[src/hdl/qslerp_pkg.sv]
`default_nettype none

package qslerp_pkg;

    localparam int CB_DEF       = 16;
    localparam int CORDIC_STEPS = 30;
    localparam int SQRT_STEPS   = 31;
    localparam int SQ_NW        = 61;
    localparam int SN_W         = 31;
    localparam int CW           = 34;
    localparam int DIV_QB       = 49;
    localparam int WT_W         = 35;

    localparam logic [15:0]   THR_RESET   = 16'd33;
    localparam logic [15:0]   T_ONE       = 16'h8000;
    localparam logic          REG_THR_IDX = 1'b0;
    localparam logic [CW-1:0] CORDIC_GAIN = 34'd652032874;

    typedef logic signed [CW-1:0] t_cw;
    typedef logic [15:0] t_q15;

    function automatic logic [29:0] arc_at(input int i);
        case (i)
            0:  arc_at = 30'd843314857;
            1:  arc_at = 30'd497837829;
            2:  arc_at = 30'd263043837;
            3:  arc_at = 30'd133525159;
            4:  arc_at = 30'd67021687;
            5:  arc_at = 30'd33543516;
            6:  arc_at = 30'd16775851;
            7:  arc_at = 30'd8388437;
            8:  arc_at = 30'd4194283;
            9:  arc_at = 30'd2097149;
            10: arc_at = 30'd1048576;
            11: arc_at = 30'd524288;
            12: arc_at = 30'd262144;
            13: arc_at = 30'd131072;
            14: arc_at = 30'd65536;
            15: arc_at = 30'd32768;
            16: arc_at = 30'd16384;
            17: arc_at = 30'd8192;
            18: arc_at = 30'd4096;
            19: arc_at = 30'd2048;
            20: arc_at = 30'd1024;
            21: arc_at = 30'd512;
            22: arc_at = 30'd256;
            23: arc_at = 30'd128;
            24: arc_at = 30'd64;
            25: arc_at = 30'd32;
            26: arc_at = 30'd16;
            27: arc_at = 30'd8;
            28: arc_at = 30'd4;
            29: arc_at = 30'd2;
            default: arc_at = 30'd0;
        endcase
    endfunction

endpackage

`default_nettype wire

[src/hdl/qslerp_sqrt.sv]
`default_nettype none

module qslerp_sqrt import qslerp_pkg::*; (
    input  logic             i_clk,
    input  logic             i_en,
    input  logic [SQ_NW-1:0] i_rad,
    output logic [SN_W-1:0]  o_root
);

    localparam int RW = SQ_NW + 1;

    logic [SQ_NW-1:0] r_n [SQRT_STEPS];
    logic [RW-1:0]    r_r [SQRT_STEPS];
    logic [SQ_NW-1:0] n_n [SQRT_STEPS];
    logic [RW-1:0]    n_r [SQRT_STEPS];

    // one result bit per stage
    always_comb begin
        for (int i = 0; i < SQRT_STEPS; i++) begin
            logic [RW-1:0] cur_n;
            logic [RW-1:0] cur_r;
            logic [RW-1:0] bit_v;
            logic [RW-1:0] trial;
            if (i == 0) begin
                cur_n = RW'(i_rad);
                cur_r = '0;
            end else begin
                cur_n = RW'(r_n[i-1]);
                cur_r = r_r[i-1];
            end
            bit_v = RW'(1) << (2 * (SQRT_STEPS - 1 - i));
            trial = cur_r + bit_v;
            if (cur_n >= trial) begin
                n_n[i] = SQ_NW'(cur_n - trial);
                n_r[i] = (cur_r >> 1) + bit_v;
            end else begin
                n_n[i] = SQ_NW'(cur_n);
                n_r[i] = cur_r >> 1;
            end
        end
    end

    always_ff @(posedge i_clk) begin
        if (i_en) begin
            for (int i = 0; i < SQRT_STEPS; i++) begin
                r_n[i] <= n_n[i];
                r_r[i] <= n_r[i];
            end
        end
    end

    assign o_root = SN_W'(r_r[SQRT_STEPS-1]);

endmodule

`default_nettype wire

[config.mk]
export PLATFORM = sky130hd
export DESIGN_NAME = qslerp_sqrt
export DESIGN_NICKNAME = d
export VERILOG_FILES = /design/src/hdl/qslerp_pkg.sv /design/src/hdl/qslerp_sqrt.sv
export SDC_FILE = /design/constraint.sdc
export NUM_CORES = 2
export LEC_CHECK = 0
export BUFFER_PORTS_ARGS = -buffer_cell sky130_fd_sc_hd__clkbuf_2
export CAP_MARGIN = 10
export CORE_MARGIN = 2
export CORE_UTILIZATION = 40
export CTS_BUF_LIST = sky130_fd_sc_hd__clkbuf_4 sky130_fd_sc_hd__clkbuf_8
export DETAILED_ROUTE_END_ITERATION = 12
export PLACE_DENSITY = 0.54
export SYNTH_ARGS = -nofsm -noshare
export SYNTH_HDL_FRONTEND = slang
export SYNTH_SLANG_ARGS = --single-unit
[constraint.sdc]
create_clock -name i_clk -period 3.85 [get_ports i_clk]
set_clock_uncertainty 0.05 [all_clocks]
set_input_delay 0.385 -clock i_clk [delete_from_list [all_inputs] [get_ports i_clk]]
set_output_delay 0.385 -clock i_clk [all_outputs]
set_load 0.02 [all_outputs]
After elaboration in Yosys (flattened, before gate mapping)
Memory sizes are Yosys's and may differ from the RTL's.
Index checks and enable logic that the tools add are counted.
Cells by class
  muxes and demuxes: 64
  add/sub/neg operators: 91
  $lt $le $gt $ge: 31
Operators by type and width (number)
  two-way mux 61 bit: 32
  greater-or-equal comparator 61 x 62 -> 1 bit: 30
  two-way mux 62 bit: 30
  subtractor 61 bit: 30
  adder 61 x 1 -> 62 bit (second input constant): 1
  adder 61 x 11 -> 62 bit (second input constant): 1
  adder 61 x 13 -> 62 bit (second input constant): 1
  adder 61 x 15 -> 62 bit (second input constant): 1
  adder 61 x 17 -> 62 bit (second input constant): 1
  adder 61 x 19 -> 62 bit (second input constant): 1
  adder 61 x 21 -> 62 bit (second input constant): 1
  adder 61 x 23 -> 62 bit (second input constant): 1
  adder 61 x 25 -> 62 bit (second input constant): 1
  adder 61 x 27 -> 62 bit (second input constant): 1
  adder 61 x 29 -> 62 bit (second input constant): 1
  adder 61 x 3 -> 62 bit (second input constant): 1
  adder 61 x 31 -> 62 bit (second input constant): 1
  adder 61 x 33 -> 62 bit (second input constant): 1
  adder 61 x 35 -> 62 bit (second input constant): 1
  adder 61 x 37 -> 62 bit (second input constant): 1
  adder 61 x 39 -> 62 bit (second input constant): 1
  adder 61 x 41 -> 62 bit (second input constant): 1
  adder 61 x 43 -> 62 bit (second input constant): 1
  adder 61 x 45 -> 62 bit (second input constant): 1
  43 further kinds: 44
Word-level totals
  RAM bits: 3813
  register bits after elaboration: 0
  word-level logic and storage cells: 188
  memories kept: 2
  input port bits: 63
Memory list
  r_r: words 31, width 62, rd ports 31, clocked after memory_dff 0, wr ports 31, RTL line qslerp_sqrt.sv:13  | logic [RW-1:0] r_r [SQRT_STEPS];
  r_n: words 31, width 61, rd ports 30, clocked after memory_dff 0, wr ports 31, RTL line qslerp_sqrt.sv:12  | logic [SQ_NW-1:0] r_n [SQRT_STEPS];

Logic depth before layout (Yosys ltp)
An unclocked memory read counts as a cell.
  depth after elaboration: 4
  depth in mapped cells: 15

Worst setup path before layout
Ideal clock, no wire load.
  path type: flip-flop to flip-flop
  start: memory r_n[20][48], in the netlist r_n[1][292]
  end: memory r_n[21][59], in the netlist r_n[1][364], data pin
  setup time: 273 ps
  arrival: 3181 ps
  path buffers: 2
  required time: 3527 ps
  path slack: 346 ps
  cell stages (with the launch flop): 13
  cells stage by stage: edfxtp_1 or3_1 or4_4 or3_1 or4_1 a31oi_1 o2111a_1 buf_6 inv_4 and4_1 buf_6 nor4b_1 xor2_1
RTL lines (RTL line)
  start, declared: qslerp_sqrt.sv:12

==> flow_metrics.py <==
metrics = {
    "timing": {
        "max_slew_margin": 0.317,
        "max_freq_ghz": 0.268,
        "final.min_clock_period_ns": 3.73,
        "fin_crit_sh": 0.968,
        "tightest_slew_ns": 1.02,
        "hold_violations": 0,
        "worst_slack_ns": 0.124,
        "slew_violations": 0,
        "rsz0062_at_grt": "no",
        "setup_viol": 0,
    },
    "job": {
        "cap_viol_max_count": 0,
    },
    "synth": {
        "synth_cell_types": 86,
        "yosys_warnings": 0,
        "yosys.area.top_type_share": 0.628,
        "synth-seq-cells": 2326,
        "avgSynthCellArea_um2": 12.6,
        "synth-edff-count": 2326,
        "synth_area_mm2": 0.111,
        "yosysTopAreaCell": "edfxtp_1",
        "ys_seq_area_frac": 0.628,
        "synth_fp_nets": 9423,
        "synth_area_leaders": "edfxtp_1 63%, ha_1 5.9%, xnor2_1 3.4%, xor2_1 2.9%, a21oi_1 2.5%",
        "ys.flop_type": "edfxtp_1",
        "synthCells": 8836,
        "async_flop_share": 0,
    },
    "placement": {
        "place_congestion": 0.885,
        "portBuffers": 93,
        "hpwl_um": 213000,
        "dpl.cell_count": 12800,
        "place_ws_ns": -0.189,
    },
    "clock_network": {
        "cts_setup_buffers": 0,
        "cts_buffers": 395,
        "clockRootBuffer": "clkbuf_8",
        "clockBufferDepth": 4,
        "numClockSinks": 2326,
        "clkTransAtPathRegs_ns": 0.06,
        "cts_tree": "done",
        "clk_latency_ns": 1.09,
        "htreeDepth": 5,
    },
    "floorplanning": {
        "num_rows": 193,
        "die_h_um": 531,
        "io_pins": 94,
        "die_area_mm2": 0.282,
        "core_mm2": 0.276,
        "die_w_um": 531,
        "initial_core_util": 0.402,
    },
    "route": {
        "vias_per_cell": 5.31,
        "post-route-drc-count": 0,
        "drt_wl_total_um": 285000,
        "drtIter0Drc": 5827,
        "dr_total_vias": 72200,
        "first_pass_iters": 6,
        "ant_nets": 0,
        "wl_per_cell_um": 21.0,
    },
    "critical_path": {
        "path_class": "flip-flop to flip-flop",
        "start_kind": "flip-flop",
        "crit_path_end_kind": "flip-flop",
        "worst-path-max-fanout": 5,
        "cp.required_ns": 4.56,
        "worstPathArrival_ns": 4.44,
    },
    "global_route": {
        "antenna_found_initial": 14,
        "grt_pass1_vias": 71300,
        "grt_pass1_wl_um": 430000,
        "grt_max_degree": 172,
        "grt_usage": 0.198,
        "grt-ovfl-total": 0,
    },
    "power_and_ir_drop": {
        "powerDensity_mw_per_mm2": 588,
        "p_leak_uw": 0.0483,
        "irDropWorstVdd_uv": 309,
    },
    "status": {
        "status": "finished, final reports clean",
    },
    "layout": {
        "area_growth_pct": 14.9,
        "nets": 10200,
        "final-instance-count-excl-fill": 13600,
        "drive_above_1_share": 0.121,
        "utilization": 0.462,
        "fillers": 24900,
    },
    "min_path": {
        "hp-class": "flip-flop to flip-flop",
    },
}
==> cells by family (layout without fill, tap and decap cells) <==
logic type	count (synthesis)	in the layout	share of synthesized area
and+or+nand+nor	2589	2589	0.120
DFF	2326	2326	0.628
AOI/OAI and AO/OA	1678	1678	0.0928
buffers and inverters	830	1872	0.0283
xor gates and xnor gates	805	805	0.0634
adders and majority gates	524	524	0.0590
muxes	83	83	0.00827
other	1	4	0.0000337
==> worst paths after layout <==
kind | from | endpoint | slack (ns) | cells past startpoint
min | r_r[0][480]$_DFFE_PP_ | r_r[0][541]$_DFFE_PP_ | 0.36 | 0
max | r_n[1][160]$_DFFE_PP_ | r_n[1][232]$_DFFE_PP_ | 0.12 | 11
max reg2reg | r_n[1][160]$_DFFE_PP_ | r_n[1][232]$_DFFE_PP_ | 0.12 | 11
min reg2reg | r_r[0][480]$_DFFE_PP_ | r_r[0][541]$_DFFE_PP_ | 0.36 | 0
==> stage by stage <==
stage	TNS (ns)	area, um2	hold slack, ns	total power [uW]
floorplan	0	111000	0.367	45900
global placement	-0.152	118000	0.378	52300
detailed placement	-0.240	118000	0.380	52400
CTS	0	128000	0.274	75800
global route	0	128000	0.345	79200
finish	0	128000	0.359	75100
==> report_power, final <==
| group | leakage (uW) | switching [uW] | internal (uW) |
|---|---|---|---|
| sequential | 0.0224 | 2830 | 32300 |
| clock | 0.00423 | 10400 | 12500 |
| combinational | 0.0217 | 9890 | 7180 |
==> per-layer routing <==
metal | GRT usage | routed length [um] | up-vias | share of wire
li1 | - | - | 34700 | -
met1 | 0.270 | 128000 | 35500 | 0.45
met2 | 0.329 | 137000 | 1706 | 0.48
met3 | 0.0314 | 14800 | 362 | 0.052
met4 | 0.0486 | 5680 | 2 | 0.020
met5 | 0 | 13 | - | 0.000046
==> registers in the layout (all words and copies together) (netlist names) <==
name	flops
r_n	1830
r_r	496
==> layout by cell type, fill, tap and decap left out, types with 131 or more instances in the layout <==
cell / count
a21o_1: 188
a21oi_1: 556
buf_4: 269
clkbuf_8: 399
edfxtp_1: 2326
ha_1: 523
inv_1: 650
nand2_1: 605
nand3_1: 131
nand4_1: 132
nor2_1: 571
nor3_1: 230
nor4_1: 287
o21ai_0: 427
xnor2_1: 437
xor2_1: 367
==> Yosys cell counts, types with 12 or more instances <==
master and count:
a2111oi_0 13, a211o_1 12, a211oi_1 48, a21boi_0 16, a21o_1 188, a21oi_1 559
a31oi_1 55, and2_1 28, and3_1 42, and4_1 16, and4b_1 12, buf_1 19
clkbuf_1 150, edfxtp_1 2326, ha_1 523, inv_1 650, mux2_2 71, mux2i_1 12
nand2_1 605, nand2b_1 107, nand3_1 131, nand3b_1 17, nand4_1 132, nand4b_1 25
nor2_1 574, nor2b_1 65, nor3_1 235, nor3b_1 19, nor4_1 290, nor4b_1 52
o211ai_1 39, o21a_1 61, o21ai_0 431, o21bai_1 53, o31ai_1 44, o41ai_1 18
or2_2 38, or3_1 92, or4_1 64, xnor2_1 438, xor2_1 367
==> timing repair <==
action / CTS / global route
hold buffers: 123 / 0
hold endpoints to repair: 333 / 0
gates resized for setup: 4 / 33
cloned: 0 / 0
endpoints found under the setup margin: 5 / 101
pin swaps: 1 / 0
==> worst max-delay path, stage by stage (launching register included) <==
cell and delay (ns):
edfxtp_1 0.48, ha_1 0.45, nor4b_2 0.34, buf_4 0.18, nand4_1 0.17, nor4_1 0.39, or4b_1 0.25, a41oi_2 0.08
nor3_2 0.25, nand3_1 0.14, or4_1 0.47, xnor2_2 0.20
==> final cells by class <==
type / count / area (um2) / area share
Tap cell: 3705 / 4640 / 0.0363
Clock buffer: 498 / 6230 / 0.0488
Timing Repair Buffer: 515 / 4320 / 0.0338
Antenna cell: 3 / 7.51 / 0.0000588
Sequential cell: 2326 / 69800 / 0.547
Clock inverter: 207 / 1800 / 0.0141
Multi-Input combinational cell: 5680 / 38500 / 0.301
Inverter: 652 / 2450 / 0.0192
(Power assumes the default switching activity.)
